[src/rtl/core/bmf_pkg.sv]
// Shared types, sizes and helper functions of the box mean filter.
// Used by every module of the block but bmf_ram; depends on nothing else.
package bmf_pkg;

   localparam int MAX_WIDTH  = 1024;
   localparam int MAX_HEIGHT = 4096;
   localparam int MAX_RADIUS = 3;

   localparam int STORE_ROWS = 2 * MAX_RADIUS;
   localparam int ADDR_W     = $clog2(MAX_WIDTH);
   localparam int BANK_W     = $clog2(STORE_ROWS);
   localparam int PIX_W      = 8;
   localparam int RAD_W      = 2;
   localparam int WID_W      = 11;
   localparam int HGT_W      = 13;
   localparam int CSR_W      = 13;
   localparam int CSR_AW     = 2;
   localparam int COLP_W     = $clog2(MAX_WIDTH + MAX_RADIUS + 1);
   localparam int ROWP_W     = $clog2(MAX_HEIGHT + MAX_RADIUS + 1);
   localparam int OROW_W     = 12;
   localparam int OCOL_W     = 10;
   localparam int VSUM_W     = 11;
   localparam int HSUM_W     = 14;
   localparam int RECIP_W    = 23;
   localparam int RECIP_SH   = 26;
   localparam int PROD_W     = HSUM_W + RECIP_W;
   localparam int QDEPTH     = 8;
   localparam int QPTR_W     = $clog2(QDEPTH);
   localparam int QCNT_W     = $clog2(QDEPTH + 1);

   localparam logic [CSR_AW-1:0] CSR_RADIUS = 2'd0;
   localparam logic [CSR_AW-1:0] CSR_WIDTH  = 2'd1;
   localparam logic [CSR_AW-1:0] CSR_HEIGHT = 2'd2;

   // Kinds of input beat, carried on req_tuser.
   localparam logic CMD_PIXEL = 1'b0;
   localparam logic CMD_FLUSH = 1'b1;

   // One slot of the virtual (rows + R) x (columns + R) scan.
   typedef struct packed {
      logic                valid;
      logic                res;
      logic                colok;
      logic                first;
      logic [PIX_W-1:0]    pix;
      logic [ADDR_W-1:0]   addr;
      logic [BANK_W-1:0]   bank;
      logic [STORE_ROWS-1:0] rowok;
      logic [OROW_W-1:0]   row;
      logic [OCOL_W-1:0]   col;
      logic                last;
   } slot_type;

   typedef struct packed {
      logic                last;
      logic [OCOL_W-1:0]   col;
      logic [OROW_W-1:0]   row;
      logic [PIX_W-1:0]    mean;
   } result_type;

   // Reciprocal of the window area, scaled by 2^RECIP_SH, rounded up.
   function automatic logic [RECIP_W-1:0] recip(input logic [RAD_W-1:0] r);
      logic [RECIP_W-1:0] m;
      case (r)
         2'd2:    m = 23'd2684355;
         2'd3:    m = 23'd1369569;
         default: m = 23'd7456541;
      endcase
      return m;
   endfunction

   // Bank holding the row d rows above the row in bank b.
   function automatic logic [BANK_W-1:0] bank_back(input logic [BANK_W-1:0] b,
                                                   input int unsigned d);
      logic [BANK_W:0] t;
      t = {1'b0, b} + (BANK_W+1)'(STORE_ROWS) - (BANK_W+1)'(d);
      if (t >= (BANK_W+1)'(STORE_ROWS)) t = t - (BANK_W+1)'(STORE_ROWS);
      return t[BANK_W-1:0];
   endfunction

endpackage

[src/rtl/core/bmf_outq.sv]
// Result queue between the filter pipeline and the result channel.
// Uses bmf_pkg; space is reserved ahead by the sequencer's credit count.
module bmf_outq
   import bmf_pkg::*;
(
   input  logic       clock,
   input  logic       reset,
   input  logic       push,
   input  result_type push_data,
   output logic       out_valid,
   input  logic       out_ready,
   output result_type out_data
);
   result_type        mem_ff [QDEPTH];
   logic [QPTR_W-1:0] wp_ff, wp_in, rp_ff, rp_in;
   logic [QCNT_W-1:0] cnt_ff, cnt_in;
   logic              pop;

   assign out_valid = cnt_ff != '0;
   assign out_data  = mem_ff[rp_ff];
   assign pop       = out_valid && out_ready;

   always_comb begin
      wp_in  = push ? wp_ff + QPTR_W'(1) : wp_ff;
      rp_in  = pop ? rp_ff + QPTR_W'(1) : rp_ff;
      cnt_in = cnt_ff;
      if (push) cnt_in = cnt_in + QCNT_W'(1);
      if (pop) cnt_in = cnt_in - QCNT_W'(1);
   end

   always_ff @(posedge clock) begin
      if (push) begin
         mem_ff[wp_ff] <= push_data;
      end
   end

   always_ff @(posedge clock) begin
      if (reset) begin
         wp_ff  <= '0;
         rp_ff  <= '0;
         cnt_ff <= '0;
      end else begin
         wp_ff  <= wp_in;
         rp_ff  <= rp_in;
         cnt_ff <= cnt_in;
      end
   end

   a_no_overflow: assert property (@(posedge clock) disable iff (reset)
      push |-> (cnt_ff < QCNT_W'(QDEPTH)) || pop) else $error("result queue overflow");
   a_cnt_bound: assert property (@(posedge clock) disable iff (reset)
      cnt_ff <= QCNT_W'(QDEPTH)) else $error("result queue count out of range");
   a_cnt_hold: assert property (@(posedge clock) disable iff (reset)
      (push && pop) |=> cnt_ff == $past(cnt_ff)) else $error("queue count moved");
endmodule

[config.mk]
export PLATFORM = sky130hd
export DESIGN_NAME = bmf_outq
export DESIGN_NICKNAME = d
export VERILOG_FILES = /design/src/rtl/core/bmf_pkg.sv /design/src/rtl/core/bmf_outq.sv
export SDC_FILE = /design/constraint.sdc
export NUM_CORES = 1
export LEC_CHECK = 0
export BUFFER_PORTS_ARGS = -buffer_cell sky130_fd_sc_hd__clkbuf_2
export CELL_PAD_IN_SITES_DETAIL_PLACEMENT = 1
export CELL_PAD_IN_SITES_GLOBAL_PLACEMENT = 2
export CORE_ASPECT_RATIO = 0.6
export CORE_UTILIZATION = 43
export CTS_CLUSTER_SIZE = 28
export DETAILED_ROUTE_END_ITERATION = 12
export PLACE_DENSITY = 0.82
export SLEW_MARGIN = 40
export SYNTH_ARGS = -nofsm -noshare
export SYNTH_HDL_FRONTEND = slang
export SYNTH_SLANG_ARGS = --single-unit
[constraint.sdc]
create_clock -name clock -period 3 [get_ports clock]
set_clock_uncertainty 0.2 [all_clocks]
set_input_delay 0.15 -clock clock [delete_from_list [all_inputs] [get_ports clock]]
set_output_delay 0.15 -clock clock [all_outputs]
set_load 0.005 [all_outputs]
==> results of run 1 <==
## critical path: cells and delay by family (launching register included)
kind                   cells  cell delay, ns
muxes                      2            0.91
DFF                        1            0.62
buffers and inverters      2            0.41
## cell families (layout without fill, tap and decap cells)
family | after synthesis | count (layout) | synth area share
buffers and inverters | 22 | 163 | 0.0135
multiplexers | 95 | 95 | 0.196
AO/OA/AOI/OAI | 4 | 4 | 0.00258
flip-flops | 261 | 261 | 0.757
AND/OR/NAND/NOR | 35 | 35 | 0.0162
XOR/XNOR | 10 | 10 | 0.00860
adder cells (fa/ha/maj) | 5 | 5 | 0.00614
## stage by stage
step	setup slack, ns	std cells	power, mW
after detailed placement	0.664	811	5.99
after CTS	0.112	888	8.92
after global placement	0.718	811	5.92
after global routing	0.0582	888	9.16
after floorplan	0.514	432	5.47
final	0.171	888	8.80
## cells in the mapped netlist
cell type  instances
a211oi_1           1
a21oi_1            1
a31oi_1            1
and3_1             1
buf_1              2
buf_2              2
buf_6              7
clkbuf_1           9
dfxtp_1           13
edfxtp_1         248
ha_1               5
inv_1              2
mux2_2            31
mux2i_1            2
mux4_1            62
nand2_1            7
nand2b_1           3
nand3_1            3
nand4_1            2
nor2_1            14
nor3_1             2
nor3b_1            1
o31ai_1            1
or3b_1             1
or4_1              1
xnor2_1            5
xor2_1             5
## power by group through the flow
stage	Clock (mW)	Sequential, mW	Combinational, mW
after detailed placement	0	4.35	1.64
after global routing	3.09	4.28	1.79
final	2.88	4.27	1.65
after floorplan	0	4.24	1.22
after CTS	2.96	4.27	1.69
after global placement	0	4.33	1.58
## sequential cells by signal, summed over array words and instances, names as in the netlist, named ones only
signal and cells:
wp_ff 3, rp_ff 3, mem_ff 248, cnt_ff 4
## area by class of cell
class,count,area share
flip-flops and latches,261,0.635
multi-input cells,149,0.198
repair buffers,119,0.0723
clock buffers,32,0.0560
well taps,315,0.0324
clock inverters,10,0.00556
inverters,2,0.000618
## metal layers
metal / vias to the layer above / wire length [µm] / track usage
met2: 92 / 9790 / 0.285
met3: 26 / 717 / 0.0279
met4: 0 / 311 / 0.0363
li1: 2109 / - / -
met5: - / 0 / 0
met1: 2490 / 9690 / 0.243
## how the worst max path moves through the flow
stage,cells past startpoint,endpoint,from
after floorplan,2,mem_ff[1][0],wp_ff[0]
after CTS,4,out_data[3],flip-flop
after global placement,4,out_data[2],flip-flop
final,4,out_data[3],flip-flop
after global routing,4,out_data[3],flip-flop
after detailed placement,4,out_data[3],flip-flop
## what timing repair did
action,4_1_cts,5_1_grt
hold buffers,35,0
endpoints found under the hold margin,261,0
setup endpoints to repair,0,0
==> flow_summary_export.csv, run 1 <==
group,metric,value,unit
outcome,outcome,"finished clean",
cells_and_area,areaGrowthSynthToFinish,19.3,%
timing,slew_violations,0,
job,drv_cap,0,
synthesis,yosys.cell_types.count,27,
critical_path,path_class,"reg2out",
cts,clockBufferDepth,3,
timing,finalHoldViolations,0,
critical_path,r2r_setup_slack,0.64,ns
synthesis,synth_seq_cells,261,
critical_path,r2r_cells,7,
critical_path,required,2.65,ns
critical_path,crit_path_end_kind,"output port",
floorplanning,rows,43,
worst_hold_path,hp-class,"in2reg",
cts,cts_made_buffers,24,
drt,drc,0,
cells_and_area,nNetsFinal,597,
timing,finalSetupTns,0,ns
cells_and_area,seqCellArea,0.00771,mm²
timing,fin_crit_sh,0.943,
cells_and_area,fin_area,0.0121,mm²
critical_path,cp_cell_sequence,"buf_12 > mux4_1 > mux2_2 > clkbuf_2",
synthesis,seq_area_frac_synth,0.757,
floorplanning,core-area,0.0232,mm²
drt,drt_iter0_markers,264,
cts,clock_latency,0.53,ns
pwr,p_comb_frac,0.187,
synthesis,yosysTopAreaCellShare,0.731,
cts,htreeDepth,1,
cts,clkTransAtPathRegs,0.07,ns
cells_and_area,fillers,2027,
floorplanning,fp.dieH,121,µm
cts,post_cts_buffers,0,
synthesis,syn_nets,472,
timing,tightest_slew,0.541,ns
cts,cts_tree,"done",
cells_and_area,final_util,0.524,
place,dp_hpwl,11800,µm
global_routing,grt_max_degree,63,
cells_and_area,drive_above_1_share,0.283,
floorplanning,die_w,201,µm
global_routing,grt_pass1_vias,5078,
pwr,clockPowerShare,0.328,
synthesis,syn_avg_cell_area,23.6,µm²
cells_and_area,n_antenna_cell,0,
cts,cts_resized,0,
synthesis,syn_area,0.0102,mm²
drt,routed_via_density,5.31,
cts,cts_root_buf,"clkbuf_16",
critical_path,crit_fanout,29,
critical_path,arrival,2.48,ns
critical_path,rr_endpoint,"cnt_ff[0]",
drt,ant_nets,0,
pwr,vdd_drop_max,0.397,mV
cts,cts.sinks,261,
critical_path,crit_path_start_kind,"flip-flop",
pwr,intPower,6.66,mW
place,gp_congestion,0.710,
cells_and_area,multi_input_comb_area,0.00241,mm²
synthesis,syn-instance-count,432,
timing,clock.fmax,354,MHz
global_routing,antenna_found_initial,0,
global_routing,overflow,0,
floorplanning,die_area,0.0243,mm²
timing,maxSlewHeadroom,0.638,
synthesis,synth_area_leaders,"edfxtp_1 (73%), mux4_1 (16%), mux2_2 (3.4%)",
timing,fin_hold_ws,0.243,ns
critical_path,slowest_stage,"dfxtp_4",
pwr,leakage,4.06,nW
drt,drt_pass1_iterations,4,
worst_hold_path,hold_path_startpoint,"push_data[28]",
worst_hold_path,hold_depth,2,
synthesis,yosys_warnings,0,
synthesis,synth_top_cell_by_area,"edfxtp_1",
critical_path,rr_startpoint,"cnt_ff[0]",
drt,wl_per_cell,23.1,µm
pwr,p_switching,2.14,mW
place,port_buffers,66,
place,place_area,0.0111,mm²
pwr,power_frac_seq,0.485,
timing,setup_viol,0,
cells_and_area,layout_commonest_cell,"edfxtp_1",
drt,wl,20500,µm
cells_and_area,final_cell_mix,"edfxtp_1 (248), clkbuf_2 (66), mux4_1 (62), dlygate4sd3_1 (35), mux2_2 (31)",
pwr,sw_frac_of_total,0.243,
floorplanning,start_util,0.439,
timing,rsz0062_at_grt,"false",
floorplanning,ioPinCount,67,
global_routing,grt_pass1_wl,30800,µm
critical_path,slowest_delay,0.62,ns
worst_hold_path,whs_endpoint,"mem_ff[2][28]",
timing,min_period,2.83,ns
pwr,power_density,724,mW/mm²
global_routing,grt_use_total,0.172,
drt,vias,4717,
No activity file was read; power rests on OpenSTA's default activity.
==> inputs of run 2 (changes only) <==
==> constraint.sdc (replaced) <==
create_clock -name clock -period 3 [get_ports clock]
set_clock_uncertainty 0.2 [all_clocks]
set_input_delay 0.75 -clock clock [delete_from_list [all_inputs] [get_ports clock]]
set_output_delay 0.75 -clock clock [all_outputs]
set_load 0.005 [all_outputs]
==> flow_summary_export.csv, run 2 (synthesis gave the netlist of run 1 again) <==
group,metric,value,unit
outcome,outcome,"finished with violations",
cts,cts_made_buffers,26,
cts,htreeDepth,1,
timing,maxSlewHeadroom,0.704,
cells_and_area,fin_area,0.0121,mm²
timing,finalHoldViolations,0,
floorplanning,rows,43,
cells_and_area,final_cell_mix,"edfxtp_1 (248), clkbuf_2 (65), mux4_2 (57), clkbuf_16 (34), buf_4 (22)",
cells_and_area,areaGrowthSynthToFinish,19.1,%
cells_and_area,regMostFlops,"mem_ff",
outcome,violations,"negative setup slack",
cts,cts_hold_buffers,0,
cts,cts_root_buf,"clkbuf_16",
cells_and_area,nNetsFinal,584,
cells_and_area,layout_commonest_cell,"edfxtp_1",
drt,ant_nets,0,
critical_path,crit_fanout,5,
pwr,vdd_drop_max,0.551,mV
cells_and_area,largest_reg_flops,248,
floorplanning,core-area,0.0232,mm²
timing,rsz0062_at_grt,"true",
cts,clkTransAtPathRegs,0.07,ns
place,gp_congestion,0.688,
drt,drt_iter0_markers,381,
place,dp_hpwl,12200,µm
global_routing,grt_pass1_wl,31000,µm
floorplanning,die_w,201,µm
pwr,power_density,826,mW/mm²
floorplanning,ioPinCount,67,
critical_path,arrival,2.16,ns
cts,cts.sinks,261,
place,port_buffers,66,
cells_and_area,final_util,0.523,
critical_path,crit_path_start_kind,"flip-flop",
cells_and_area,drive_above_1_share,0.431,
drt,routed_via_density,5.35,
drt,vias,4710,
floorplanning,fp.dieH,121,µm
drt,wl,21600,µm
critical_path,path_class,"reg2out",
cts,clock_latency,0.52,ns
global_routing,overflow,0,
critical_path,required,2.05,ns
cts,clockBufferDepth,3,
timing,fin_crit_sh,1.04,
timing,setup_slack,-0.105,ns
timing,setup_viol,31,
place,place_area,0.0111,mm²
floorplanning,die_area,0.0243,mm²
drt,drc,0,
timing,slew_violations,0,
cts,cts_tree,"done",
floorplanning,start_util,0.439,
global_routing,antenna_found_initial,0,
critical_path,crit_path_end_kind,"output port",
timing,min_period,3.11,ns
worst_hold_path,hp-class,"in2reg",
drt,wl_per_cell,24.6,µm
timing,fin_hold_ws,0.304,ns
job,drv_cap,0,
global_routing,grt_pass1_vias,5012,
global_routing,grt_max_degree,35,
cells_and_area,largestRegisters,"mem_ff x248, cnt_ff x4",
pwr,leakage,4.00,nW
global_routing,grt_use_total,0.172,
timing,clock.fmax,322,MHz
timing,tightest_slew,0.444,ns
drt,drt_pass1_iterations,4,
[run 2: changes by cell type in the layout (fill, tap and decap cells not counted), moves of 10 or more]
| cell | previous run | this run |
|---|---|---|
| clkbuf_16 | 24 | 34 |
| dlygate4sd3_1 | 35 | 0 |
| mux4_1 | 62 | 5 |
| mux4_2 | 0 | 57 |
| mux2_4 | 0 | 12 |
| mux2_2 | 31 | 19 |
[run 2: layer usage]
metal  up-vias  GRT usage  part of all wire
met2       139      0.289              0.48
met3        27     0.0333             0.065
li1       2040          -                 -
met4         0     0.0339             0.013
met1      2504      0.237              0.44
met5         -          0                 0
[run 2: metrics by stage]
step,setup slack (ns),power (mW),TNS (ns),instances
6_report,-0.105,10.0,-2.04,880
5_1_grt,-0.168,10.4,-4.01,879
4_1_cts,-0.174,9.67,-3.73,868
3_5_place_dp,0.317,6.02,0,818
3_3_place_gp,0.338,5.96,0,818
2_1_floorplan,-0.0390,5.47,-6.15,432
[run 2: final timing paths]
path / start / to / slack (ns) / depth (start not counted)
hold reg to reg: rp_ff[1] / flip-flop / 0.31 / 2
hold / removal: push_data[5] / mem_ff[2][5] / 0.30 / 1
setup reg to reg: cnt_ff[0] / cnt_ff[1] / 1.01 / 6
setup / recovery: flip-flop / out_data[6] / -0.11 / 5
[run 2: timing repair]
item / 4_1_cts / 5_1_grt
setup endpoints to repair: 31 / 31
buffers inserted: 2 / 4
cloned: 0 / 7
resized for setup: 28 / 54
[run 2: critical path, cell delays in order (launching register included)]
cell and delay (ns):
dfxtp_4 0.38, buf_4 0.15, clkbuf_16 0.16, mux4_1 0.53, mux2_2 0.28, clkbuf_2 0.11
[run 2: power breakdown]
part	internal, mW	switching (mW)
clock network	2.19	1.36
registers	4.13	0.0804
logic	1.33	0.945
[run 2: final cells by class]
cell class | instances | area [µm²]
diodes | 1 | 2.50
clock buffers | 33 | 741
clock inverters | 15 | 220
fillers | 2039 | 11100
inverters | 2 | 7.51
multi-input cells | 149 | 2240
flip-flops and latches | 261 | 7710
well taps | 315 | 394
repair buffers | 104 | 813
