### src/rtl/core/bmf_pkg.sv
// Shared types, sizes and helper functions of the box mean filter.
// Used by every module of the block but bmf_ram; depends on nothing else.
package bmf_pkg;

   localparam int MAX_WIDTH  = 1024;
   localparam int MAX_HEIGHT = 4096;
   localparam int MAX_RADIUS = 3;

   localparam int STORE_ROWS = 2 * MAX_RADIUS;
   localparam int ADDR_W     = $clog2(MAX_WIDTH);
   localparam int BANK_W     = $clog2(STORE_ROWS);
   localparam int PIX_W      = 8;
   localparam int RAD_W      = 2;
   localparam int WID_W      = 11;
   localparam int HGT_W      = 13;
   localparam int CSR_W      = 13;
   localparam int CSR_AW     = 2;
   localparam int COLP_W     = $clog2(MAX_WIDTH + MAX_RADIUS + 1);
   localparam int ROWP_W     = $clog2(MAX_HEIGHT + MAX_RADIUS + 1);
   localparam int OROW_W     = 12;
   localparam int OCOL_W     = 10;
   localparam int VSUM_W     = 11;
   localparam int HSUM_W     = 14;
   localparam int RECIP_W    = 23;
   localparam int RECIP_SH   = 26;
   localparam int PROD_W     = HSUM_W + RECIP_W;
   localparam int QDEPTH     = 8;
   localparam int QPTR_W     = $clog2(QDEPTH);
   localparam int QCNT_W     = $clog2(QDEPTH + 1);

   localparam logic [CSR_AW-1:0] CSR_RADIUS = 2'd0;
   localparam logic [CSR_AW-1:0] CSR_WIDTH  = 2'd1;
   localparam logic [CSR_AW-1:0] CSR_HEIGHT = 2'd2;

   // Kinds of input beat, carried on req_tuser.
   localparam logic CMD_PIXEL = 1'b0;
   localparam logic CMD_FLUSH = 1'b1;

   // One slot of the virtual (rows + R) x (columns + R) scan.
   typedef struct packed {
      logic                valid;
      logic                res;
      logic                colok;
      logic                first;
      logic [PIX_W-1:0]    pix;
      logic [ADDR_W-1:0]   addr;
      logic [BANK_W-1:0]   bank;
      logic [STORE_ROWS-1:0] rowok;
      logic [OROW_W-1:0]   row;
      logic [OCOL_W-1:0]   col;
      logic                last;
   } slot_type;

   typedef struct packed {
      logic                last;
      logic [OCOL_W-1:0]   col;
      logic [OROW_W-1:0]   row;
      logic [PIX_W-1:0]    mean;
   } result_type;

   // Reciprocal of the window area, scaled by 2^RECIP_SH, rounded up.
   function automatic logic [RECIP_W-1:0] recip(input logic [RAD_W-1:0] r);
      logic [RECIP_W-1:0] m;
      case (r)
         2'd2:    m = 23'd2684355;
         2'd3:    m = 23'd1369569;
         default: m = 23'd7456541;
      endcase
      return m;
   endfunction

   // Bank holding the row d rows above the row in bank b.
   function automatic logic [BANK_W-1:0] bank_back(input logic [BANK_W-1:0] b,
                                                   input int unsigned d);
      logic [BANK_W:0] t;
      t = {1'b0, b} + (BANK_W+1)'(STORE_ROWS) - (BANK_W+1)'(d);
      if (t >= (BANK_W+1)'(STORE_ROWS)) t = t - (BANK_W+1)'(STORE_ROWS);
      return t[BANK_W-1:0];
   endfunction

endpackage

### src/rtl/core/bmf_ctrl.sv
// Scan sequencer and configuration registers of the box mean filter.
// Walks the extended scan, gates the input channel and issues slots; uses bmf_pkg.
module bmf_ctrl
   import bmf_pkg::*;
(
   input  logic              clock,
   input  logic              reset,
   input  logic              csr_we,
   input  logic [CSR_AW-1:0] csr_addr,
   input  logic [CSR_W-1:0]  csr_wdata,
   input  logic              req_tvalid,
   output logic              req_tready,
   input  logic              req_tuser,
   input  logic [PIX_W-1:0]  req_tdata,
   input  logic              pop,
   output slot_type          slot,
   output logic [RAD_W-1:0]  r_eff
);
   logic [RAD_W-1:0]  radius_ff, radius_in;
   logic [WID_W-1:0]  width_ff, width_in;
   logic [HGT_W-1:0]  height_ff, height_in;
   logic [ROWP_W-1:0] row_ff, row_in;
   logic [COLP_W-1:0] col_ff, col_in;
   logic [BANK_W-1:0] bank_ff, bank_in;
   logic [QCNT_W-1:0] used_ff, used_in;

   logic [WID_W-1:0]  w_eff;
   logic [HGT_W-1:0]  h_eff;
   logic [COLP_W-1:0] w_ext;
   logic [ROWP_W-1:0] h_ext;
   logic              in_drain, is_real, res_slot, needs_input, space;
   logic              accept, restart_pix, auto_go, issue, cfg_hit;
   logic [ROWP_W-1:0] sel_row;
   logic [COLP_W-1:0] sel_col;
   logic [BANK_W-1:0] sel_bank;
   logic              sel_res;
   logic [COLP_W-1:0] nxt_col;
   logic [ROWP_W-1:0] nxt_row;

   assign r_eff = (radius_ff == '0) ? RAD_W'(1) : radius_ff;
   assign w_eff = (width_ff == '0) ? WID_W'(1) :
                  (width_ff > WID_W'(MAX_WIDTH)) ? WID_W'(MAX_WIDTH) : width_ff;
   assign h_eff = (height_ff == '0) ? HGT_W'(1) :
                  (height_ff > HGT_W'(MAX_HEIGHT)) ? HGT_W'(MAX_HEIGHT) : height_ff;
   assign w_ext = COLP_W'(w_eff) + COLP_W'(r_eff);
   assign h_ext = ROWP_W'(h_eff) + ROWP_W'(r_eff);

   // Rows past the frame are the drain region; columns past the row end are
   // trailing slots that run on their own outside the drain region.
   assign in_drain    = row_ff >= ROWP_W'(h_eff);
   assign is_real     = !in_drain && (col_ff < COLP_W'(w_eff));
   assign res_slot    = (row_ff >= ROWP_W'(r_eff)) && (col_ff >= COLP_W'(r_eff));
   assign needs_input = is_real || (in_drain && res_slot);
   assign space       = used_ff < QCNT_W'(QDEPTH);

   assign req_tready  = needs_input && space;
   assign accept      = req_tvalid && req_tready;
   assign restart_pix = accept && (req_tuser == CMD_PIXEL) && in_drain;
   assign auto_go     = !needs_input && space;
   assign issue       = auto_go || (accept && !((req_tuser == CMD_FLUSH) && is_real));
   assign cfg_hit     = csr_we && (csr_addr == CSR_RADIUS || csr_addr == CSR_WIDTH ||
                                   csr_addr == CSR_HEIGHT);

   always_comb begin
      if (restart_pix) begin
         sel_row  = '0;
         sel_col  = '0;
         sel_bank = '0;
      end else begin
         sel_row  = row_ff;
         sel_col  = col_ff;
         sel_bank = bank_ff;
      end
   end

   assign sel_res = (sel_row >= ROWP_W'(r_eff)) && (sel_col >= COLP_W'(r_eff));

   always_comb begin
      slot.valid = issue;
      slot.res   = sel_res;
      slot.colok = sel_col < COLP_W'(w_eff);
      slot.first = sel_col == '0;
      slot.pix   = (accept && (req_tuser == CMD_PIXEL)) ? req_tdata : '0;
      slot.addr  = sel_col[ADDR_W-1:0];
      slot.bank  = sel_bank;
      for (int d = 1; d <= STORE_ROWS; d++) begin
         slot.rowok[d-1] = (sel_row >= ROWP_W'(d)) && (d <= 2 * int'(r_eff));
      end
      slot.row  = OROW_W'(sel_row - ROWP_W'(r_eff));
      slot.col  = OCOL_W'(sel_col - COLP_W'(r_eff));
      slot.last = (sel_row == h_ext - ROWP_W'(1)) && (sel_col == w_ext - COLP_W'(1));
   end

   assign nxt_col = sel_col + COLP_W'(1);
   assign nxt_row = sel_row + ROWP_W'(1);

   always_comb begin
      row_in  = row_ff;
      col_in  = col_ff;
      bank_in = bank_ff;
      if (cfg_hit) begin
         row_in  = '0;
         col_in  = '0;
         bank_in = '0;
      end else if (issue) begin
         if (nxt_col == w_ext) begin
            col_in = '0;
            if (nxt_row == h_ext) begin
               row_in  = '0;
               bank_in = '0;
            end else begin
               row_in  = nxt_row;
               bank_in = (sel_bank == BANK_W'(STORE_ROWS - 1)) ? '0 :
                         sel_bank + BANK_W'(1);
            end
         end else begin
            row_in  = sel_row;
            col_in  = nxt_col;
            bank_in = sel_bank;
         end
      end
   end

   // Credits cover queue entries plus results still in the pipeline.
   always_comb begin
      used_in = used_ff;
      if (issue && sel_res) used_in = used_in + QCNT_W'(1);
      if (pop) used_in = used_in - QCNT_W'(1);
   end

   always_comb begin
      radius_in = radius_ff;
      width_in  = width_ff;
      height_in = height_ff;
      if (csr_we) begin
         case (csr_addr)
            CSR_RADIUS: radius_in = csr_wdata[RAD_W-1:0];
            CSR_WIDTH:  width_in  = csr_wdata[WID_W-1:0];
            CSR_HEIGHT: height_in = csr_wdata[HGT_W-1:0];
            default:    radius_in = radius_ff;
         endcase
      end
   end

   always_ff @(posedge clock) begin
      if (reset) begin
         radius_ff <= RAD_W'(1);
         width_ff  <= WID_W'(640);
         height_ff <= HGT_W'(480);
         row_ff    <= '0;
         col_ff    <= '0;
         bank_ff   <= '0;
         used_ff   <= '0;
      end else begin
         radius_ff <= radius_in;
         width_ff  <= width_in;
         height_ff <= height_in;
         row_ff    <= row_in;
         col_ff    <= col_in;
         bank_ff   <= bank_in;
         used_ff   <= used_in;
      end
   end

   a_credit_bound: assert property (@(posedge clock) disable iff (reset)
      used_ff <= QCNT_W'(QDEPTH)) else $error("credit count overflow");
   a_issue_space: assert property (@(posedge clock) disable iff (reset)
      (issue && sel_res) |-> space) else $error("result issued without credit");
   a_row_range: assert property (@(posedge clock) disable iff (reset)
      row_ff < h_ext) else $error("scan row out of range");
   a_col_range: assert property (@(posedge clock) disable iff (reset)
      col_ff < w_ext) else $error("scan column out of range");
endmodule

### config.mk
export PLATFORM = sky130hd
export DESIGN_NAME = bmf_ctrl
export DESIGN_NICKNAME = d
export VERILOG_FILES = /design/src/rtl/core/bmf_pkg.sv /design/src/rtl/core/bmf_ctrl.sv
export SDC_FILE = /design/constraint.sdc
export NUM_CORES = 1
export LEC_CHECK = 0
export BUFFER_PORTS_ARGS = -buffer_cell sky130_fd_sc_hd__buf_2
export CORE_MARGIN = 1
export CORE_UTILIZATION = 38
export DETAILED_ROUTE_END_ITERATION = 8
export PLACE_DENSITY = 0.65
export SLEW_MARGIN = 20
export SYNTH_ARGS = -nofsm -noshare
export SYNTH_HDL_FRONTEND = slang
export SYNTH_SLANG_ARGS = --single-unit
### constraint.sdc
create_clock -name clock -period 10.95 [get_ports clock]
set_clock_uncertainty 0.05 [all_clocks]
set_input_delay 2.19 -clock clock [delete_from_list [all_inputs] [get_ports clock]]
set_output_delay 2.19 -clock clock [all_outputs]
set_load 0.02 [all_outputs]
==> summary.txt, run 1 <==
Clock network
  – CTS clock-pin slew for the worst setup and hold paths: 0.05 ns
  – Setup Buffers After CTS: 0
  – Skew-Pair Late Insertion Delay: 0.35 ns
  – Cts bufs inserted: 9
  – Hold Buf Count CTS: 0
  – CTS Buffer Depth: 2
  – H-Tree Depth: 3
  – CTS root buf: clkbuf_16
  – Post-CTS sizing: 0
  – Clk sinks: 57
  – CTS tree: built

Place
  – GPL Wtd Cong: 0.9008
  – Placed insts: 1257
  – Pre-CTS setup slack: 3.356 ns
  – Area post-placement: 0.007526 mm2
  – DP Wirelength: 17980 um
  – Input/output buffers: 85

Drt
  – Routed wl met2: 11160 um
  – 1st-iter DRT viols: 562
  – Routed Wire Length: 23610 um
  – DRC Markers: 0
  – DR WL/cell: 18.55 um
  – DR top layer: met4
  – Drt pass-1 iters: 7
  – Vias/cell: 5.950
  – Routed length on met1: 10230 um
  – Met3 WL: 1341 um
  – Antenna Nets Post-Route: 0
  – Vias: 7574

Synth
  – Syn avg cell area: 7.022 um2
  – Warnings, synthesis: 0
  – Yosys top cell area share: 16.25%
  – Post-Syn Instances: 1000
  – Synthesized area: 0.007022 mm2
  – Seq/Total Area, Yosys: 16.25%
  – Dominant cells by area after synthesis: dfxtp_1 (16%), ha_1 (9.6%), nand2_1 (8.0%)
  – EDFF count, synth: 0
  – Netlist cell types: 82
  – Net Count, Synth: 1087
  – Post-synth ARST share: 0%
  – Area leader, netlist: dfxtp_1
  – Ys flop type: dfxtp_1
  – Synth Register Bits: 57

Layout
  – Most common cell after layout, fill and taps aside: nand2_1
  – Layout cells sized above 1: 13.03%
  – Area Growth Syn to Fin: 12.10%
  – Final Util: 43.67%
  – Non-Filler Instances: 1273
  – Most frequent cells in the layout: nand2_1 (150), buf_2 (85), nor2_1 (79), a21oi_1 (64), dfxtp_1 (57)
  – Post-route cell area: 0.007871 mm2
  – Fin nets: 1126
  – Diode count: 0

Setup path
  – FF-to-FF Start: height_ff[12]
  – CP Cell Sequence: inv_1 > nand2_1 > ha_1 > a2111oi_0 > o21ai_0 > a221oi_1 > a21boi_4 > nand2_1 > buf_4 > nand2_1 > xnor2_1 > a21oi_1 > a2111oi_0 > nand4_1 > nor4_1 > buf_2
  – Setup crit end kind: output port
  – Worst EP required: 8.71 ns
  – Most used cell, CP: nand2_1
  – Startpoint types: flop
  – R2R Path End: bank_ff[2]
  – CP max FO: 39
  – CP max stage delay: 0.84 ns
  – Worst setup path endpoint: slot[0]
  – CP Launch Point: height_ff[12]
  – Crit-path slowest cell: a221oi_1
  – Setup slack, reg-to-reg: 4.08 ns
  – Critical setup path kind: flop to output port
  – Worst R2R Path Depth: 21
  – Worst endpoint data arrival time: 5.66 ns

Power
  – Max IR drop VDD: 0.00006822 V
  – PD cells: 92.81 mW/mm2
  – Design Power: 0.7305 mW
  – Leakage Power: 3.174 nW

Floorplan
  – Die area: 0.01903 mm2
  – Starting density of the core: 38.96%
  – Die Wd: 137.9 um
  – Die height: 137.9 um
  – IO Pins: 86
  – Core area: 0.01802 mm2
  – Row Count: 49

Timing
  – RSZ-0062 raised after global routing: no
  – Max transition margin: 35.91%
  – WHS: 0.4103 ns
  – Hold Fails Final Rpt: 0
  – Setup-failing EPs final: 0
  – PnR worst setup slack: 3.046 ns
  – Slew Viols, Final: 0
  – Post-layout min period: 7.904 ns
  – Fmax: 0.1265 GHz
  – Worst-margin pin slew: 0.9488 ns
  – Final worst-path cycle share: 72.18%
  – Setup TNS: 0 ns

Global route
  – Initial antenna violation count: 0
  – Vias in the first global route: 6758
  – Largest net degree at the start of global routing: 40
  – First-pass GRT wire length: 37230 um
  – Total GRT Usage: 25.52%
  – GR Overflow Total: 0

Worst hold path
  – Worst Hold Class: flop to flop

Run status
  – Status: finished, final reports clean

Flow run
  – Max Cap Violations: 0
[state kept, by name, indices dropped and copies added (netlist names)]
name	flops
bank_ff	3
height_ff	13
col_ff	11
row_ff	13
width_ff	11
radius_ff	2
used_ff	4
[power breakdown]
part	total [mW]	internal, mW	switching [mW]	leakage (nW)
combinational	0.165	0.0617	0.104	2.55
clock	0.339	0.228	0.111	0.166
sequential	0.226	0.214	0.0119	0.463
[cell type report]
cell class | instances | area, um2
multi-input cells | 843 | 5482
well taps | 229 | 286.5
clock buffers | 11 | 242.7
flip-flops and latches | 57 | 1141
inverters | 35 | 131.4
fillers | 1873 | 10150
clock inverters | 5 | 102.6
repair buffers | 93 | 485.5
[kinds of logic (layout without fill, tap and decap cells)]
family,after synthesis,after routing,synth area share [%]
and+or+nand+nor,460,460,33.46
xor gates and xnor gates,88,88,11.28
DFF,57,57,16.25
buffers and inverters,100,144,5.720
muxes,2,2,0.2851
AOI/OAI and AO/OA,235,235,22.24
adders and majority gates,58,58,10.76
[cell usage after synthesis (4+ instances only)]
library cell / count
nor3b_1: 6
nand3_1: 42
o31ai_1: 5
and2_1: 25
fa_1: 4
dfxtp_1: 57
o32ai_1: 4
nand2_1: 150
nand4_1: 19
buf_4: 4
xor2_1: 35
nor2_1: 80
o21ai_0: 56
a211oi_1: 6
a21o_1: 13
o311ai_0: 4
inv_1: 35
o22ai_1: 4
buf_2: 9
a31oi_1: 12
nor2b_1: 5
a22oi_1: 7
and3_1: 9
or3_1: 11
a311oi_1: 4
nand2b_1: 13
or2_2: 4
o21bai_1: 5
nand3b_1: 13
o211ai_1: 7
nor3_1: 40
nor4b_1: 4
nor4_1: 16
clkbuf_1: 51
a21oi_1: 64
ha_1: 54
xnor2_1: 51
[critical path, delay by kind of cell (launching register included)]
family | cells | cell delay [ns]
and+or+nand+nor | 5 | 1.26
AOI/OAI and AO/OA | 6 | 2.11
DFF | 1 | 0.51
buffers and inverters | 3 | 0.94
xor gates and xnor gates | 1 | 0.21
adders and majority gates | 1 | 0.26
[routing by layer]
layer / up-vias / track usage, %
li1: 3676 / -
met1: 3543 / 32.35
met2: 291 / 42.92
met3: 64 / 3.582
met4: 0 / 10.99
met5: - / 0
[worst min path at each step]
stage | start | to | slack, ns | cells past startpoint
3_3_place_gp | width_ff[0] | width_ff[0] | 0.40 | 2
5_1_grt | width_ff[0] | width_ff[0] | 0.45 | 2
2_1_floorplan | width_ff[0] | width_ff[0] | 0.39 | 2
4_1_cts | width_ff[0] | width_ff[0] | 0.41 | 2
6_report | width_ff[0] | width_ff[0] | 0.41 | 2
3_5_place_dp | width_ff[0] | width_ff[0] | 0.41 | 2
No activity file was read; power rests on OpenSTA's default activity.
==> inputs of run 2 (changes only) <==
clock period = 8.1 ns   (was 10.95 ns; I/O delays follow)
==> run 2 against run 1 <==
- cell area is 0.51% lower
- critical path depth is 2 higher
- non-clock buffer count fell by 1
- clock power rose by 24%
- hold slack improved by 0.016 ns
- die area stayed put
- first-iteration DRC count is 12% higher
- combinational power up 36%
- flip-flop and latch count unchanged
- cell count is essentially flat
- setup slack worse by 2.3 ns
- routed wire length increased by 1.5%
- largest cell class unchanged
- highest routed layer unchanged
==> summary.txt, run 2 (same netlist as run 1, synthesis figures left out) <==
Power
  – Leakage Power: 3.150 nW (was 3.174 nW)
  – Max IR drop VDD: 0.00009553 V (was 0.00006822 V)
  – PD cells: 121.1 mW/mm2 (was 92.81 mW/mm2)

Clock network
  – Skew-Pair Late Insertion Delay: 0.35 ns (about the same)
  – Hold Buf Count CTS: 0 (unchanged)
  – CTS clock-pin slew for the worst setup and hold paths: 0.05 ns (about the same)
  – CTS Buffer Depth: 2 (unchanged)
  – H-Tree Depth: 3 (unchanged)
  – Cts bufs inserted: 9 (unchanged)
  – CTS root buf: clkbuf_16 (unchanged)
  – Setup Buffers After CTS: 0 (unchanged)
  – CTS tree: built (unchanged)
  – Post-CTS sizing: 0 (unchanged)
  – Clk sinks: 57 (unchanged)

Drt
  – Met3 WL: 1562 um (was 1341 um)
  – DRC Markers: 0 (unchanged)
  – Routed Wire Length: 23970 um (was 23610 um)
  – Drt pass-1 iters: 5 (was 7)
  – Routed wl met2: 11140 um (was 11160 um)
  – Vias: 7529 (was 7574)
  – Vias/cell: 5.919 (was 5.950)
  – Antenna Nets Post-Route: 0 (unchanged)
  – Routed length on met1: 10280 um (was 10230 um)
  – DR top layer: met4 (unchanged)
  – 1st-iter DRT viols: 628 (was 562)
  – DR WL/cell: 18.85 um (was 18.55 um)

Global route
  – Vias in the first global route: 6851 (was 6758)
  – Total GRT Usage: 26.23% (was 25.52%)
  – GR Overflow Total: 0 (unchanged)
  – Largest net degree at the start of global routing: 48 (was 40)
  – Initial antenna violation count: 0 (unchanged)
  – First-pass GRT wire length: 37690 um (was 37230 um)

Timing
  – Setup TNS: 0 ns (unchanged)
  – Setup-failing EPs final: 0 (unchanged)
  – Hold Fails Final Rpt: 0 (unchanged)
  – Slew Viols, Final: 0 (unchanged)
  – Post-layout min period: 7.400 ns
  – Fmax: 0.1351 GHz
  – Max transition margin: 36.12% (was 35.91%)
  – RSZ-0062 raised after global routing: no (unchanged)
  – Worst-margin pin slew: 0.9581 ns (was 0.9488 ns)
  – Final worst-path cycle share: 91.36%

Flow run
  – Max Cap Violations: 0 (unchanged)

Setup path
  – Startpoint types: flop (unchanged)
  – Worst endpoint data arrival time: 5.73 ns (was 5.66 ns)
  – Setup crit end kind: output port (unchanged)
  – Critical setup path kind: flop to output port (unchanged)
  – Worst EP required: 6.43 ns (was 8.71 ns)
  – CP max FO: 47 (was 39)

Floorplan
  – Starting density of the core: 38.96% (unchanged)
  – Core area: 0.01802 mm2 (unchanged)
  – IO Pins: 86 (unchanged)
  – Die area: 0.01903 mm2 (unchanged)
  – Die height: 137.9 um (unchanged)
  – Row Count: 49 (unchanged)
  – Die Wd: 137.9 um (unchanged)

Run status
  – Status: finished, final reports clean (unchanged)

Worst hold path
  – Worst Hold Class: flop to flop (unchanged)

Place
  – DP Wirelength: 18090 um (was 17980 um)
  – GPL Wtd Cong: 0.9447 (was 0.9008)
  – Input/output buffers: 85 (unchanged)

Layout
  – Largest registers: height_ff x13, row_ff x13 (unchanged)
  – Most common cell after layout, fill and taps aside: nand2_1 (unchanged)
  – Diode count: 0 (unchanged)
  – Final Util: 43.45% (was 43.67%)
  – Layout cells sized above 1: 12.85% (was 13.03%)
  – Area Growth Syn to Fin: 11.53% (was 12.10%)
  – Fin nets: 1125 (was 1126)
  – Most frequent cells in the layout: nand2_1 (150), buf_2 (85), nor2_1 (79), a21oi_1 (64), dfxtp_1 (57) (unchanged)
[run 2: cell count changes in the layout (fill, tap and decap cells not counted), sizes merged]
cell / previous run / this run
clkinvlp: 1 / 2
bufinv: 3 / 2
buf: 93 / 92
[run 2: path summary, 6_finish.rpt]
path | startpoint | end | slack [ns] | depth (start not counted)
setup reg to reg | height_ff[12] | bank_ff[2] | 1.35 | 23
hold / removal | width_ff[0] | width_ff[0] | 0.43 | 2
setup / recovery | height_ff[12] | slot[52] | 0.70 | 18
hold reg to reg | width_ff[0] | width_ff[0] | 0.43 | 2
[run 2: per-stage QoR]
| step | total power [mW] | setup slack (ns) | cells | cell area (um2) | hold WS, ns |
|---|---|---|---|---|---|
| detailed placement | 0.5319 | 1.172 | 1256 | 7518 | 0.4083 |
| finish | 0.9485 | 0.7001 | 1272 | 7831 | 0.4260 |
| CTS | 0.9504 | 0.7643 | 1272 | 7831 | 0.4228 |
| floorplan | 0.4667 | 1.274 | 1000 | 7022 | 0.3863 |
| global route | 0.9871 | 0.2447 | 1272 | 7831 | 0.4552 |
| global placement | 0.5310 | 1.169 | 1256 | 7518 | 0.4029 |
[run 2: layout make-up]
cell class | instances | area [um2]
multi-input combinational | 843 | 5482
sequential | 57 | 1141
timing repair buffer | 92 | 478.0
clock buffer | 11 | 232.7
inverter | 35 | 131.4
fill | 1898 | 10190
clock inverter | 5 | 80.08
tap | 229 | 286.5
[run 2: power by group]
| part | switching [mW] | internal (mW) | total (mW) |
|---|---|---|---|
| Sequential | 0.0156 | 0.289 | 0.305 |
| Combinational | 0.142 | 0.0830 | 0.225 |
| Clock | 0.150 | 0.269 | 0.419 |
[run 2: critical path: stages, from the launching register on]
cell,delay (ns)
dfxtp_1,0.53
inv_1,0.28
nand2_1,0.14
ha_1,0.26
a2111oi_0,0.39
o21ai_0,0.17
a221oi_1,0.78
a21boi_4,0.24
nand2_1,0.18
buf_4,0.45
nand2_1,0.29
ha_1,0.34
inv_1,0.08
nand2_1,0.06
a21oi_1,0.24
nor2_1,0.08
o21ai_0,0.61
inv_1,0.08
buf_2,0.18
[run 2: layer usage]
metal  GRT usage [%]  up-vias
met5               0        -
met4           13.22        0
met3           5.007       62
met2           42.94      288
met1           32.66     3508
li1                -     3671
==> inputs of run 3 (changes only) <==
ABC_AREA = 1   (was default)
HOLD_SLACK_MARGIN = 0.02   (was default)
==> run 3 against run 2 <==
- the run now ends with design-rule violations left
- synthesized cell count rose by 17%
- routed wire length fell by 1.6%
- setup slack better by 0.55 ns
- critical endpoint is now slot[51]
- clock-buffer cell count is 2 lower
- clock power is 11% lower
- global-route usage down 0.99 points
- largest power group is now combinational cells
- synthesized area increased by 0.80%
- register-to-register slack improved by 0.40 ns
- die area rose by 0.79%
- non-clock buffer count shrank 3
- flip-flop and latch count stayed put
- critical path type unchanged
==> summary.txt, run 3 <==
Power
  – Leakage Power: 4.144 nW (was 3.150 nW)
  – Clock power share: 14.1% (was 44.1%)
  – Gate power share: 69.5% (was 23.7%)
  – Design Power: 2.630 mW (was 0.9485 mW)
  – Net load switching power: 1.513 mW (was 0.3074 mW)
  – Power Internal: 1.117 mW (was 0.6410 mW)
  – Sequential Power Share: 16.3% (was 32.1%)
  – PD cells: 333.5 mW/mm2 (was 121.1 mW/mm2)
  – Net Sw Frac: 57.53% (was 32.41%)
  – Max IR drop VDD: 0.0001614 V (was 0.00009553 V)

Run status
  – Violated checks: design-rule violations
  – Status: finished, violations left (was finished, final reports clean)

Floorplan
  – Die area: 0.01918 mm2 (was 0.01903 mm2)
  – IO Pins: 86 (unchanged)
  – Core area: 0.01809 mm2 (was 0.01802 mm2)
  – Row Count: 49 (unchanged)
  – Starting density of the core: 39.14% (was 38.96%)
  – Die height: 138.5 um (was 137.9 um)
  – Die Wd: 138.5 um (was 137.9 um)

Setup path
  – Worst endpoint data arrival time: 5.17 ns (was 5.73 ns)
  – Worst setup path endpoint: slot[51] (was slot[52])
  – CP max FO: 46 (was 47)
  – Worst R2R Path Depth: 29 (was 23)
  – Setup slack, reg-to-reg: 1.75 ns (was 1.35 ns)
  – Startpoint types: flop (unchanged)
  – Worst EP required: 6.43 ns (about the same)
  – FF-to-FF Start: radius_ff[1] (was height_ff[12])
  – Critical setup path kind: flop to output port (unchanged)
  – Setup crit end kind: output port (unchanged)
  – CP Launch Point: radius_ff[1] (was height_ff[12])
  – R2R Path End: col_ff[2] (was bank_ff[2])

Synth
  – Count leader, synth: nand2_1 (unchanged)
  – Yosys top cell area share: 16.12% (was 16.25%)
  – Synth Register Bits: 57 (unchanged)
  – Warnings, synthesis: 0 (unchanged)
  – Area leader, netlist: dfxtp_1 (unchanged)
  – Syn avg cell area: 6.065 um2 (was 7.022 um2)
  – Dominant cells by area after synthesis: dfxtp_1 (16%), nand2_1 (14%), ha_1 (9.5%) (was dfxtp_1 (16%), ha_1 (9.6%), nand2_1 (8.0%))
  – Netlist cell types: 51 (was 82)
  – Post-synth ARST share: 0% (unchanged)
  – Seq/Total Area, Yosys: 16.12% (was 16.25%)
  – EDFF count, synth: 0 (unchanged)
  – Ys flop type: dfxtp_1 (unchanged)
  – Synthesized area: 0.007078 mm2 (was 0.007022 mm2)
  – Post-Syn Instances: 1167 (was 1000)
  – Commonest cells post-synth: nand2_1 (266), nor2_1 (164), inv_1 (141) (was nand2_1 (150), nor2_1 (80), a21oi_1 (64))
  – Net Count, Synth: 1254 (was 1087)

Clock network
  – Post-CTS sizing: 0 (unchanged)
  – Clk sinks: 57 (unchanged)
  – Cts bufs inserted: 9 (unchanged)
  – Setup Buffers After CTS: 0 (unchanged)
  – CTS clock-pin slew for the worst setup and hold paths: 0.06 ns (was 0.05 ns)
  – CTS Buffer Depth: 2 (unchanged)
  – CTS tree: built (unchanged)
  – Hold Buf Count CTS: 0 (unchanged)
  – CTS root buf: clkbuf_16 (unchanged)
  – H-Tree Depth: 3 (unchanged)
  – Skew-Pair Late Insertion Delay: 0.35 ns (about the same)

Layout
  – Diode count: 0 (unchanged)
  – Fin nets: 1322 (was 1125)
  – Most common cell after layout, fill and taps aside: nand2_1 (unchanged)
  – Non-Filler Instances: 1469 (was 1272)
  – Area Growth Syn to Fin: 11.40% (was 11.53%)
  – Layout cells sized above 1: 13.55% (was 12.85%)
  – Post-route cell area: 0.007885 mm2 (was 0.007831 mm2)
  – Most frequent cells in the layout: nand2_1 (266), nor2_1 (164), inv_1 (141), nand3_1 (98), buf_2 (85) (was nand2_1 (150), buf_2 (85), nor2_1 (79), a21oi_1 (64), dfxtp_1 (57))
  – Largest registers: height_ff x13, row_ff x13 (unchanged)

Global route
  – First-pass GRT wire length: 38010 um (was 37690 um)
  – Met2 GRT Util: 39.83% (was 42.94%)
  – Largest net degree at the start of global routing: 47 (was 48)
  – Initial antenna violation count: 0 (unchanged)
  – Gr busiest metal: met2 (unchanged)
  – GR Overflow Total: 0 (unchanged)
  – M1 GR Usage: 34.12% (was 32.66%)
  – Vias in the first global route: 7184 (was 6851)
  – GRT met3 Usage: 3.395% (was 5.007%)
  – Total GRT Usage: 25.23% (was 26.23%)

Drt
  – Vias: 7883 (was 7529)
  – Drt pass-1 iters: 7 (was 5)
  – DRC Markers: 10 (was 0)
  – Vias/cell: 5.366 (was 5.919)
  – Antenna Nets Post-Route: 0 (unchanged)
  – DR WL/cell: 16.06 um (was 18.85 um)
  – 1st-iter DRT viols: 585 (was 628)
  – Routed Wire Length: 23600 um (was 23970 um)

Timing
  – PnR worst setup slack: 1.255 ns (was 0.7001 ns)
  – Setup-failing EPs final: 0 (unchanged)
  – Worst-margin pin slew: 0.7184 ns (was 0.9581 ns)
  – Slew Viols, Final: 0 (unchanged)
  – Hold Fails Final Rpt: 0 (unchanged)
  – Setup TNS: 0 ns (unchanged)
  – Fmax: 0.1461 GHz (was 0.1351 GHz)
  – RSZ-0062 raised after global routing: no (unchanged)
  – Final worst-path cycle share: 84.51% (was 91.36%)
  – Post-layout min period: 6.845 ns (was 7.400 ns)
  – Max transition margin: 51.97% (was 36.12%)

Place
  – GPL Wtd Cong: 0.9671 (was 0.9447)
  – DP Wirelength: 18810 um (was 18090 um)
  – Area post-placement: 0.007606 mm2 (was 0.007518 mm2)
  – Placed insts: 1453 (was 1256)
  – Input/output buffers: 85 (unchanged)
  – Pre-CTS setup slack: 1.642 ns (was 1.172 ns)

Worst hold path
  – Hold Crit Depth: 2 (unchanged)
  – Worst Hold Class: flop to flop (unchanged)

Flow run
  – Max Cap Violations: 0 (unchanged)
[run 3: layout make-up]
class	instances	area, um2
multi-input combinational	928	5160
sequential	57	1141
clock buffer	9	225.2
timing repair buffer	89	455.4
tap	229	286.5
fill	1952	10200
inverter	150	563.0
clock inverter	7	53.80
[run 3: per-layer routing]
metal / vias up / routed length, um
li1: 3952 / -
met4: 0 / 787
met1: 3575 / 10600
met3: 49 / 1727
met2: 307 / 10490
met5: - / 0
[run 3: worst min path at each step]
| stage | slack, ns | endpoint | start |
|---|---|---|---|
| after global placement | 0.42 | height_ff[0] | height_ff[0] |
| after floorplan | 0.40 | height_ff[0] | height_ff[0] |
| after CTS | 0.43 | height_ff[0] | height_ff[0] |
| after global routing | 0.45 | height_ff[0] | height_ff[0] |
| final | 0.43 | height_ff[0] | height_ff[0] |
| after detailed placement | 0.42 | height_ff[0] | height_ff[0] |
[run 3: worst max-delay path, cell delays in order, from the launching register on]
cell      delay (ns)
dfxtp_1         0.57
inv_1           0.38
or2_2           0.48
ha_1            0.30
inv_1           0.05
nand2_1         0.05
a211oi_1        0.22
nand3_1         0.14
o21ai_1         0.10
inv_1           0.08
nand2_2         0.08
nand2_2         0.07
nand4_4         0.12
buf_4           0.57
nand2_1         0.24
inv_1           0.28
ha_1            0.30
a21oi_1         0.14
o21ai_0         0.10
a221oi_1        0.31
buf_2           0.22
[run 3: cell families (layout without fill, tap and decap cells)]
family | after synthesis | in the layout | synth area share, %
buf+inv | 182 | 255 | 11.03
compound gates | 140 | 140 | 10.57
flops | 57 | 57 | 16.12
xor+xnor | 66 | 66 | 8.361
simple gates | 664 | 664 | 43.24
fa+ha+maj | 58 | 58 | 10.68
[run 3: metrics by stage]
stage	utilization [%]	hold slack, ns
after global placement	42.05	0.4236
after detailed placement	42.05	0.4168
final	43.60	0.4292
after floorplan	-	0.3953
after global routing	43.60	0.4501
after CTS	43.60	0.4252
[run 3: power by group through the flow]
| stage | combinational [mW] | clock (mW) | sequential, mW |
|---|---|---|---|
| 6_report | 1.83 | 0.372 | 0.429 |
| 5_1_grt | 2.01 | 0.390 | 0.434 |
| 4_1_cts | 1.82 | 0.376 | 0.423 |
| 3_5_place_dp | 1.82 | 0 | 0.429 |
| 3_3_place_gp | 1.81 | 0 | 0.429 |
| 2_1_floorplan | 1.37 | 0 | 0.383 |
